--- src/design/sfr_pkg.sv ---
package sfr_pkg;

    // Start-of-frame marker on the serial line.
    localparam logic [7:0] PREAMBLE = 8'hFA;

    // Result kinds.
    localparam logic KIND_PAYLOAD = 1'b0;
    localparam logic KIND_END     = 1'b1;

    // Receiver phases, one-hot.
    typedef enum logic [5:0] {
        PH_HUNT = 6'b000001,
        PH_BID  = 6'b000010,
        PH_MID  = 6'b000100,
        PH_LEN  = 6'b001000,
        PH_DATA = 6'b010000,
        PH_CSUM = 6'b100000
    } t_phase;

    // One result beat.
    typedef struct packed {
        logic       kind;
        logic [7:0] message_id;
        logic [7:0] payload_byte;
        logic [7:0] byte_index;
        logic [7:0] frame_length;
        logic       checksum_ok;
    } t_result;

endpackage

--- src/design/sfr_parser.sv ---
module sfr_parser (
    input  logic             i_clk,
    input  logic             i_rst_n,
    input  logic             i_accept,
    input  logic [7:0]       i_rx_byte,
    output logic             o_res_valid,
    output sfr_pkg::t_result o_res
);
    import sfr_pkg::*;

    t_phase     r_phase, n_phase;
    logic [7:0] r_sum, n_sum;
    logic [7:0] r_id, n_id;
    logic [7:0] r_len, n_len;
    logic [7:0] r_seen, n_seen;
    logic [7:0] w_sum;
    logic [7:0] w_seen_inc;

    assign w_sum      = r_sum + i_rx_byte;
    assign w_seen_inc = r_seen + 8'd1;

    // Next state and result for the byte offered this cycle.
    always_comb begin
        n_phase     = r_phase;
        n_sum       = r_sum;
        n_id        = r_id;
        n_len       = r_len;
        n_seen      = r_seen;
        o_res_valid = 1'b0;
        o_res.kind         = KIND_PAYLOAD;
        o_res.message_id   = r_id;
        o_res.payload_byte = 8'd0;
        o_res.byte_index   = 8'd0;
        o_res.frame_length = r_len;
        o_res.checksum_ok  = 1'b0;
        case (r_phase)
            PH_BID: begin
                n_sum   = w_sum;
                n_phase = PH_MID;
            end
            PH_MID: begin
                n_sum   = w_sum;
                n_id    = i_rx_byte;
                n_phase = PH_LEN;
            end
            PH_LEN: begin
                n_sum   = w_sum;
                n_len   = i_rx_byte;
                n_seen  = 8'd0;
                n_phase = (i_rx_byte == 8'd0) ? PH_CSUM : PH_DATA;
            end
            PH_DATA: begin
                n_sum  = w_sum;
                n_seen = w_seen_inc;
                if (w_seen_inc == r_len) begin
                    n_phase = PH_CSUM;
                end
                o_res_valid        = i_accept;
                o_res.payload_byte = i_rx_byte;
                o_res.byte_index   = r_seen;
            end
            PH_CSUM: begin
                n_sum              = w_sum;
                n_phase            = PH_HUNT;
                o_res_valid        = i_accept;
                o_res.kind         = KIND_END;
                o_res.checksum_ok  = (w_sum == 8'd0);
            end
            default: begin
                // Hunting: drop bytes until the preamble shows up.
                if (i_rx_byte == PREAMBLE) begin
                    n_sum   = 8'd0;
                    n_seen  = 8'd0;
                    n_phase = PH_BID;
                end else begin
                    n_phase = PH_HUNT;
                end
            end
        endcase
    end

    // Frame state advances on every accepted beat.
    always_ff @(posedge i_clk) begin
        if (!i_rst_n) begin
            r_phase <= PH_HUNT;
            r_sum   <= 8'd0;
            r_id    <= 8'd0;
            r_len   <= 8'd0;
            r_seen  <= 8'd0;
        end else if (i_accept) begin
            r_phase <= n_phase;
            r_sum   <= n_sum;
            r_id    <= n_id;
            r_len   <= n_len;
            r_seen  <= n_seen;
        end
    end

endmodule

--- src/design/sfr_out_buf.sv ---
module sfr_out_buf (
    input  logic             i_clk,
    input  logic             i_rst_n,
    input  logic             i_push,
    input  sfr_pkg::t_result i_data,
    output logic             o_full,
    output logic             o_valid,
    input  logic             i_stall,
    output sfr_pkg::t_result o_data
);
    import sfr_pkg::*;

    logic    r_head_vld;
    logic    r_skid_vld;
    t_result r_head;
    t_result r_skid;
    logic    w_pop;

    assign w_pop   = r_head_vld && !i_stall;
    assign o_valid = r_head_vld;
    assign o_data  = r_head;
    // Upstream is held off only once the skid stage is occupied.
    assign o_full  = r_skid_vld;

    // Valid bits of the output register and the skid stage.
    always_ff @(posedge i_clk) begin
        if (!i_rst_n) begin
            r_head_vld <= 1'b0;
            r_skid_vld <= 1'b0;
        end else begin
            if (i_push) begin
                if (r_head_vld && !w_pop) begin
                    r_skid_vld <= 1'b1;
                end
                r_head_vld <= 1'b1;
            end else if (w_pop) begin
                r_head_vld <= r_skid_vld;
                r_skid_vld <= 1'b0;
            end
        end
    end

    // Payload moves: a new beat goes to the head when it frees up, else to the skid.
    always_ff @(posedge i_clk) begin
        if (i_push) begin
            if (!r_head_vld || (w_pop && !r_skid_vld)) begin
                r_head <= i_data;
            end else if (w_pop) begin
                r_head <= r_skid;
                r_skid <= i_data;
            end else begin
                r_skid <= i_data;
            end
        end else if (w_pop) begin
            r_head <= r_skid;
        end
    end

endmodule

--- src/design/sensor_frame_receiver.sv ---
// Result beats are registered in the output register, or the skid stage if that is held.
// One byte per cycle while o_stall is low; the parser steps on every accepted byte.
// A two-deep output register with skid stage keeps input flowing while results wait.
// Reset: synchronous, active low; the parser returns to preamble hunting with cleared
// sum, identifier, length and count, and both output stages are emptied.
module sensor_frame_receiver (
    input  logic       i_clk,
    input  logic       i_rst_n,
    input  logic       i_valid,
    output logic       o_stall,
    input  logic [7:0] i_rx_byte,
    output logic       o_valid,
    input  logic       i_stall,
    output logic       o_kind,
    output logic [7:0] o_message_id,
    output logic [7:0] o_payload_byte,
    output logic [7:0] o_byte_index,
    output logic [7:0] o_frame_length,
    output logic       o_checksum_ok
);
    import sfr_pkg::*;

    logic    w_accept;
    logic    w_res_valid;
    t_result w_res;
    t_result w_out;
    logic    w_full;

    assign o_stall  = w_full;
    assign w_accept = i_valid && !w_full;

    // Frame parser.
    sfr_parser u_parser (
        .i_clk       (i_clk),
        .i_rst_n     (i_rst_n),
        .i_accept    (w_accept),
        .i_rx_byte   (i_rx_byte),
        .o_res_valid (w_res_valid),
        .o_res       (w_res)
    );

    // Result register with skid stage.
    sfr_out_buf u_out_buf (
        .i_clk   (i_clk),
        .i_rst_n (i_rst_n),
        .i_push  (w_res_valid),
        .i_data  (w_res),
        .o_full  (w_full),
        .o_valid (o_valid),
        .i_stall (i_stall),
        .o_data  (w_out)
    );

    assign o_kind         = w_out.kind;
    assign o_message_id   = w_out.message_id;
    assign o_payload_byte = w_out.payload_byte;
    assign o_byte_index   = w_out.byte_index;
    assign o_frame_length = w_out.frame_length;
    assign o_checksum_ok  = w_out.checksum_ok;

endmodule

--- config.mk ---
export PLATFORM = sky130hd
export DESIGN_NAME = sensor_frame_receiver
export DESIGN_NICKNAME = d
export VERILOG_FILES = /design/src/design/sfr_pkg.sv /design/src/design/sfr_parser.sv /design/src/design/sfr_out_buf.sv /design/src/design/sensor_frame_receiver.sv
export SDC_FILE = /design/constraint.sdc
export NUM_CORES = 1
export LEC_CHECK = 0
export ABC_AREA = 0
export BUFFER_PORTS_ARGS = -buffer_cell sky130_fd_sc_hd__buf_2
export CAP_MARGIN = 25
export CORE_ASPECT_RATIO = 0.7
export CORE_MARGIN = 5
export CORE_UTILIZATION = 53
export CTS_BUF_LIST = sky130_fd_sc_hd__clkbuf_4 sky130_fd_sc_hd__clkbuf_8 sky130_fd_sc_hd__clkbuf_16
export CTS_CLUSTER_SIZE = 8
export DETAILED_ROUTE_END_ITERATION = 8
export MAX_ROUTING_LAYER = met4
export PLACE_DENSITY_LB_ADDON = 0.08
export SKIP_CTS_REPAIR_TIMING = 1
export SLEW_MARGIN = 10
export SYNTH_ARGS = -nofsm -noshare
export SYNTH_HDL_FRONTEND = slang
export SYNTH_SLANG_ARGS = --single-unit
--- constraint.sdc ---
create_clock -name i_clk -period 3 [get_ports i_clk]
set_clock_uncertainty 0.2 [all_clocks]
set_input_delay 0 -clock i_clk [delete_from_list [all_inputs] [get_ports i_clk]]
set_output_delay 0 -clock i_clk [all_outputs]
set_load 0.1 [all_outputs]
==> results.json, run 1 <==
{
  "status": "complete, but fails checks",
  "violations": "negative hold slack",
  "synth_common_cells": "dfxtp_1, nor2_1, mux2i_1, a21oi_1, edfxtp_1",
  "slew_headroom_pct": 55.27,
  "synth.net_count": 499,
  "yosys_most_used_dff": "dfxtp_1",
  "max-vdd-ir-drop_uv": 303.2,
  "fillers": 789,
  "p_leak_nw": 2.307,
  "syn_area_per_cell_um2": 10.16,
  "path_cells": "dlygate4sd3_1, buf_2, ha_1, fa_1, a21o_1, a21oi_1, or4b_2, o2111ai_1, or2_1, o31ai_1",
  "cts_made_buffers": 9,
  "worstMarginPinSlew_ps": 668.5,
  "syn_inst": 478,
  "pre_cts_slack_ps": 467.8,
  "start_kind": "input port",
  "yosys.area.top_type": "dfxtp_1",
  "htree_levels": 3,
  "final_layout_size_suffix_gt1_share_pct": 15.69,
  "stdcell_area_um2": 5625,
  "place_hpwl_um": 7304,
  "area_growth_pct": 15.85,
  "seq_area_frac_synth_pct": 51.53,
  "vias_per_cell": 5.591,
  "tritoncts": "done",
  "grt_pass1_vias": 3288,
  "post-synth-top-count-cell": "dfxtp_1",
  "gp_congestion": 0.9357,
  "cts_sinks": 108,
  "core_area_um2": 8999,
  "required_ps": 3060,
  "min_period_ps": 2575,
  "total_power_mw": 2.990,
  "final_util_pct": 62.51,
  "die_y_um": 90.09,
  "gr-usage-met3_pct": 5.154,
  "drc_errors": 0,
  "overflow": 0,
  "clock_latency_ps": 340,
  "dieArea_um2": 11210,
  "r2r_setup_slack_ps": 440,
  "rsz0062_at_grt": "false",
  "ant_nets": 0,
  "slew_viol_final": 0,
  "cellPowerDensity_nw_per_um2": 531.5,
  "max_stage_delay_ps": 540,
  "nets": 545,
  "netlist_top_cells_area": "dfxtp_1, edfxtp_1, mux2i_1",
  "grt_use_met1_pct": 28.29,
  "drt-pass1-iter-count": 4,
  "antennaDiodeCount": 0,
  "grt_antenna_before_repair": 0,
  "grt_max_degree": 69,
  "path_max_fanout": 6,
  "hold_slack_ps": -41.64,
  "critPathKind": "in2reg",
  "initial_core_util_pct": 53.96,
  "clkSlewWorstSetupHoldPaths_ps": 80,
  "grt_pass1_wl_um": 17440,
  "async_reset_ff_share_pct": 0,
  "synthDistinctLibCells": 58,
  "busiest_layer": "met2",
  "synth_top_area_share_pct": 30.51,
  "hp-class": "in2reg",
  "die_w_um": 124.4,
  "wl_per_cell_um": 16.65,
  "io_pins": 48,
  "track_usage_pct": 19.85,
  "finalCritPeriodShare_pct": 85.83,
  "root_buffer": "clkbuf_16",
  "yosysWarnings": 0,
  "end_kind": "flip-flop",
  "ys_ff_latch": 108,
  "cp_slowest_cell": "dlygate4sd3_1",
  "fin_setup_tns_ps": 0,
  "first_iter_violations": 298,
  "hold_viol": 9,
  "timing.fmax_mhz": 388.4,
  "rows": 29,
  "synth_edf_count": 34,
  "vias": 3651,
  "portBuffers": 47,
  "gr-usage-met2_pct": 28.82,
  "maxCapViolations": 0,
  "finalSetupViolations": 0,
  "worst_slack_ps": 425.1,
  "critical_path_arrival_ps": 2630,
  "place_area_um2": 5216,
  "cts_max_path_buffers": 2,
  "netlist_area_um2": 4856,
  "drt_wl_total_um": 10870
}
sequential cells by signal (all words and copies together), names as in the netlist:
| signal | count |
|---|---|
| u_out_buf.r_skid | 34 |
| u_parser.r_id | 8 |
| u_parser.r_seen | 8 |
| u_out_buf.o_valid | 1 |
| u_out_buf.o_full | 1 |
| u_out_buf.o_data | 34 |
| u_parser.r_len | 8 |
| u_parser.r_sum | 8 |
| u_parser.r_phase | 6 |
final cells by class:
type                    instances  area (µm²)  area share, %
flip-flops and latches        108        2502          44.48
multi-input cells             335        2223          39.52
repair buffers                 66       430.4          7.651
well taps                     124       155.1          2.758
clock inverters                 6       60.06          1.068
inverters                       4       15.01         0.2669
clock buffers                  10       239.0          4.248
power by group:
group          switching, mW  internal [mW]  total [mW]
logic                  0.222         0.0582       0.280
clock network          0.569          0.612        1.18
registers             0.0119           1.52        1.53
through the flow:
stage                     std cells  hold slack, ps
final                           653          -41.64
after floorplan                 478          -56.06
after global routing            653           3.533
after global placement          626           162.4
after detailed placement        626           174.4
after CTS                       642          -184.1
cells in the final DEF (no fill, tap or decap), types with 5 or more instances in the layout:
master	count
xnor2_1	9
a22oi_1	7
nand2b_1	7
buf_4	6
nand3_1	6
mux2i_1	50
nand2_1	16
o211ai_1	5
nor2_1	67
and2_1	17
dfxtp_1	74
a21oi_1	43
ha_1	8
o21ai_0	12
edfxtp_1	34
clkbuf_16	9
a21boi_1	5
dlygate4sd3_1	11
nor2b_1	8
buf_2	47
nor3_1	6
xor2_1	5
and3_1	7
metal layers:
metal  vias up  wire length [µm]  part of all wire [%]
li1       1807                 -                     -
met2        94              4618                    42
met5         -                 0                     0
met1      1739              5627                    52
met4         0               102                  0.94
met3        11               522                   4.8
path summary, 6_finish.rpt:
check	from	endpoint	cells past startpoint
setup / recovery	i_rx_byte[0]	u_out_buf.o_data[0]	10
hold / removal	i_stall	u_out_buf.o_full	4
setup reg to reg	u_parser.r_seen[2]	u_parser.r_phase[0]	6
hold reg to reg	u_parser.r_id[0]	u_out_buf.r_skid[25]	0
critical path: cells and delay by family:
family	cells	cell delay, ps
simple gates	2	430
fa+ha+maj	2	670
compound gates	4	810
buf+inv	2	720
cells by family after synthesis:
logic type               synth area share, %
AO/OA/AOI/OAI                          12.34
flip-flops                             51.53
XOR/XNOR                               2.525
buffers and inverters                  3.040
adder cells (fa/ha/maj)                2.474
AND/OR/NAND/NOR                        17.55
multiplexers                           10.54
Note: power is estimated with default switching activity, not from simulation.
==> run 2, diff against run 1 <==
- ABC_AREA: 0 -> 1
- CTS_CLUSTER_DIAMETER: unset -> 50
- RECOVER_POWER: unset -> 50
==> results.json, run 2 <==
{
  "final_layout_size_suffix_gt1_share_pct": 6.833,
  "grt_pass1_wl_um": 16930,
  "layout_commonest_cell": "nand2_1",
  "finalSetupViolations": 0,
  "drt_wl_total_um": 10620,
  "timing.fmax_mhz": 378.8,
  "syn_area_per_cell_um2": 8.884,
  "nets": 616,
  "slew_viol_final": 0,
  "layout_common_cells": "nand2_1, dfxtp_1, o21ai_0",
  "required_ps": 3070,
  "ys_ff_latch": 108,
  "fin_setup_tns_ps": 0,
  "yosys_most_used_dff": "dfxtp_1",
  "wl_per_cell_um": 14.66,
  "area_growth_pct": 13.74,
  "syn_inst": 539,
  "drt-pass1-iter-count": 5,
  "path_cells": "nor2_1, inv_1, nor2_1, nand3_4, clkinv_4, o21ai_0, nor2_4, buf_12, nand2_1, o21ai_0",
  "clkSlewWorstSetupHoldPaths_ps": 70,
  "drc_errors": 0,
  "hold_viol": 0,
  "yosysWarnings": 0,
  "cellPowerDensity_nw_per_um2": 587.0,
  "rows": 29,
  "critPathKind": "reg2reg",
  "finalCritPeriodShare_pct": 87.99,
  "cts_made_buffers": 9,
  "synth_edf_count": 34,
  "initial_core_util_pct": 53.64,
  "portBuffers": 47,
  "post-synth-top-count-cell": "nand2_1",
  "start_kind": "flip-flop",
  "antennaDiodeCount": 0,
  "htree_levels": 3,
  "max-vdd-ir-drop_uv": 405.3,
  "maxCapViolations": 0,
  "p_leak_nw": 2.326,
  "tritoncts": "done",
  "overflow": 0,
  "vias_per_cell": 5.196,
  "max_stage_delay_ps": 440,
  "rsz0062_at_grt": "false",
  "grt_max_degree": 49,
  "core_area_um2": 8926,
  "end_kind": "flip-flop",
  "synth.net_count": 560,
  "io_pins": 48,
  "hold_slack_ps": 30.53,
  "cts_sinks": 108,
  "final_util_pct": 61.02,
  "final_cells": 724,
  "place_hpwl_um": 7384,
  "placedCellCount": 696,
  "ant_nets": 0,
  "dieArea_um2": 11070,
  "critical_path_arrival_ps": 2710,
  "slew_headroom_pct": 21.59,
  "synth_common_cells": "nand2_1, dfxtp_1, o21ai_0, inv_1",
  "gp_congestion": 0.8421,
  "first_iter_violations": 326,
  "die_w_um": 123.6,
  "async_reset_ff_share_pct": 0,
  "grt_antenna_before_repair": 0,
  "status": "finished clean",
  "synthDistinctLibCells": 41,
  "path_max_fanout": 48,
  "clock_latency_ps": 340,
  "total_power_mw": 3.197,
  "die_y_um": 89.53,
  "netlist_area_um2": 4788,
  "grt_pass1_vias": 3288,
  "vias": 3762,
  "netlist_top_cells_area": "dfxtp_1, edfxtp_1, nand2_1",
  "root_buffer": "clkbuf_16",
  "track_usage_pct": 20.71,
  "hp-class": "in2reg",
  "min_period_ps": 2640,
  "yosys.area.top_type": "dfxtp_1",
  "seq_area_frac_synth_pct": 52.26,
  "worstMarginPinSlew_ps": 1181,
  "cp_slowest_cell": "nor2_4",
  "synth_top_area_share_pct": 30.94,
  "cts_max_path_buffers": 2
}
[run 2: changes by cell type in the layout (fill, tap and decap cells not counted), moves of 17 or more]
cell / previous run / this run
and2_1: 17 / 0
mux2i_1: 50 / 32
o21ai_0: 12 / 50
nand3_1: 6 / 27
buf_2: 47 / 11
inv_1: 4 / 47
nor2_1: 67 / 43
nand2_1: 16 / 119
clkbuf_1: 0 / 37
[run 2: path summary, 6_finish.rpt]
check / start / to / slack [ps] / cells past startpoint
max: u_parser.r_phase[2] / u_out_buf.o_data[20] / 360 / 10
min: i_valid / u_parser.r_seen[7] / 30 / 5
max reg2reg: u_parser.r_phase[2] / u_out_buf.o_data[20] / 360 / 10
min reg2reg: u_parser.r_id[0] / u_out_buf.r_skid[25] / 270 / 0
[run 2: stage by stage]
stage	worst slack, ps	cell area [µm²]
after global routing	120.7	5446
after floorplan	41.87	4791
final	360.2	5446
after global placement	815.4	5107
after detailed placement	754.8	5107
after CTS	739.7	5395
[run 2: per-layer routing]
metal	wire length, µm	GRT usage, %
met5	0	-
met3	710	5.440
met4	123	5.126
met2	4446	28.49
met1	5334	30.18
[run 2: logic make-up (layout without fill, tap and decap cells)]
family,after synthesis,count (layout),share of synthesized area (%)
adder cells (fa/ha/maj),9,9,2.509
XOR/XNOR,6,6,1.097
buffers and inverters,67,128,6.297
multiplexers,32,32,6.689
flip-flops,108,108,52.26
AO/OA/AOI/OAI,104,104,11.60
AND/OR/NAND/NOR,213,213,19.54
[run 2: worst max-delay path: cells and delay by family, from the launching register on]
kind	cells	cell delay, ps
buffers and inverters	3	500
AND/OR/NAND/NOR	5	1240
flip-flops	1	320
AO/OA/AOI/OAI	2	300
[run 2: area by class of cell]
| class | count | area [µm²] |
|---|---|---|
| well taps | 124 | 155.1 |
| clock inverters | 5 | 47.55 |
| flip-flops and latches | 108 | 2502 |
| repair buffers | 62 | 351.6 |
| clock buffers | 11 | 240.2 |
| inverters | 50 | 192.7 |
| fillers | 845 | 3480 |
| multi-input cells | 364 | 1957 |
[run 2: power breakdown]
group | switching [mW] | internal, mW
sequential | 0.0266 | 1.55
combinational | 0.422 | 0.0787
clock | 0.530 | 0.594
total | 0.978 | 2.22
==> run 3, diff against run 2 <==
==> constraint.sdc (replaced) <==
create_clock -name i_clk -period 2.4 [get_ports i_clk]
set_clock_uncertainty 0.2 [all_clocks]
set_input_delay 0 -clock i_clk [delete_from_list [all_inputs] [get_ports i_clk]]
set_output_delay 0 -clock i_clk [all_outputs]
set_load 0.05 [all_outputs]
==> results.json, run 3 (same netlist as run 2, synthesis figures left out) <==
{
  "overflow": 0,
  "cts_max_path_buffers": 2,
  "slew_viol_final": 0,
  "critical_path_arrival_ps": 2150,
  "drt-met1-wl_um": 5416,
  "required_ps": 2370,
  "worstMarginPinSlew_ps": 894.7,
  "wl_met2_um": 4509,
  "rows": 29,
  "hold_viol": 0,
  "path_max_fanout": 3,
  "min_period_ps": 2190,
  "wl_per_cell_um": 14.92,
  "gp_congestion": 0.8633,
  "fillers": 831,
  "place_hpwl_um": 7793,
  "tritoncts": "done",
  "r2r_start": "u_parser.r_sum[0]",
  "initial_core_util_pct": 53.64,
  "wl_met3_um": 836,
  "finalSetupViolations": 0,
  "cts_sinks": 108,
  "endpoint": "u_out_buf.r_skid[0]",
  "r2r_setup_slack_ps": 230,
  "max-vdd-ir-drop_uv": 303.1,
  "slew_headroom_pct": 40.36,
  "finalCritPeriodShare_pct": 91.23,
  "core_area_um2": 8926,
  "drc_errors": 0,
  "die_y_um": 89.53,
  "htree_levels": 3,
  "cts_made_buffers": 9,
  "dieArea_um2": 11070,
  "vias_per_cell": 5.203,
  "drt-pass1-iter-count": 6,
  "drt_wl_total_um": 10880,
  "grt_antenna_before_repair": 0,
  "dr.max_layer_used": "met4",
  "first_iter_violations": 304,
  "antennaDiodeCount": 0,
  "nets": 621,
  "grt_pass1_wl_um": 17310,
  "die_w_um": 123.6,
  "hp-class": "in2reg",
  "end_kind": "flip-flop",
  "clock_latency_ps": 350,
  "vias": 3793,
  "p_leak_nw": 2.353,
  "grt_max_degree": 59,
  "maxCapViolations": 0,
  "area_growth_pct": 15.94,
  "r2r_end": "u_out_buf.r_skid[0]",
  "total_power_mw": 3.936,
  "status": "finished clean",
  "cellPowerDensity_nw_per_um2": 709.0,
  "final_util_pct": 62.20,
  "rsz0062_at_grt": "false",
  "layout_commonest_cell": "nand2_1",
  "io_pins": 48,
  "timing.fmax_mhz": 456.7,
  "grt_pass1_vias": 3485,
  "layout_common_cells": "nand2_1, dfxtp_1, o21ai_0",
  "crit_path_start": "i_rx_byte[0]",
  "critPathKind": "in2reg",
  "portBuffers": 47,
  "root_buffer": "clkbuf_16",
  "clkSlewWorstSetupHoldPaths_ps": 70,
  "final_layout_size_suffix_gt1_share_pct": 8.099,
  "start_kind": "input port",
  "ant_nets": 0,
  "track_usage_pct": 21.15,
  "fin_setup_tns_ps": 0,
  "r2r.worst_path.cells": 8
}
==> run 3: how the worst min path moves through the flow <==
stage / startpoint / end / depth (start not counted)
after detailed placement: i_stall / u_out_buf.o_data[32] / 4
after global routing: i_valid / u_parser.r_sum[0] / 5
after global placement: i_stall / u_out_buf.o_data[32] / 4
after floorplan: i_rst_n / u_parser.r_seen[0] / 2
final: i_valid / u_parser.r_seen[7] / 5
after CTS: i_stall / u_out_buf.o_data[32] / 4
==> run 3: layout make-up <==
| cell class | instances | area [µm²] | share of cell area, % |
|---|---|---|---|
| tap | 124 | 155.1 | 2.795 |
| clock buffer | 10 | 232.7 | 4.192 |
| multi-input combinational | 364 | 1989 | 35.84 |
| clock inverter | 6 | 82.58 | 1.487 |
| inverter | 50 | 192.7 | 3.471 |
| timing repair buffer | 67 | 396.6 | 7.144 |
| sequential | 108 | 2502 | 45.08 |
==> run 3: stage by stage <==
stage               worst slack [ps]  cell area, µm²  instances  hold slack, ps
finish                         210.5            5552        729           25.19
global route                   91.83            5552        729           67.39
CTS                            219.4            5498        718          -214.7
detailed placement             256.4            5182        702           155.9
global placement               320.3            5182        702           136.1
floorplan                      177.5            4796        539          -61.63
==> run 3: power breakdown <==
part | internal (mW) | switching [mW] | leakage (nW)
Combinational | 0.103 | 0.331 | 1.30
Sequential | 1.93 | 0.0350 | 0.900
Clock | 0.843 | 0.691 | 0.151
==> run 3: per-layer routing <==
metal / vias to the layer above / GRT usage, %
met5: - / -
met4: 0 / 5.126
met3: 12 / 4.744
met2: 113 / 30.55
met1: 1732 / 30.18
li1: 1936 / -
==> run 3: worst max-delay path, cell delays in order <==
cell,delay (ps)
dlygate4sd3_1,530
buf_2,130
ha_1,220
fa_1,430
inv_1,80
or2_2,100
nand2_1,70
nor3b_1,240
nand3_1,100
nor4_1,270
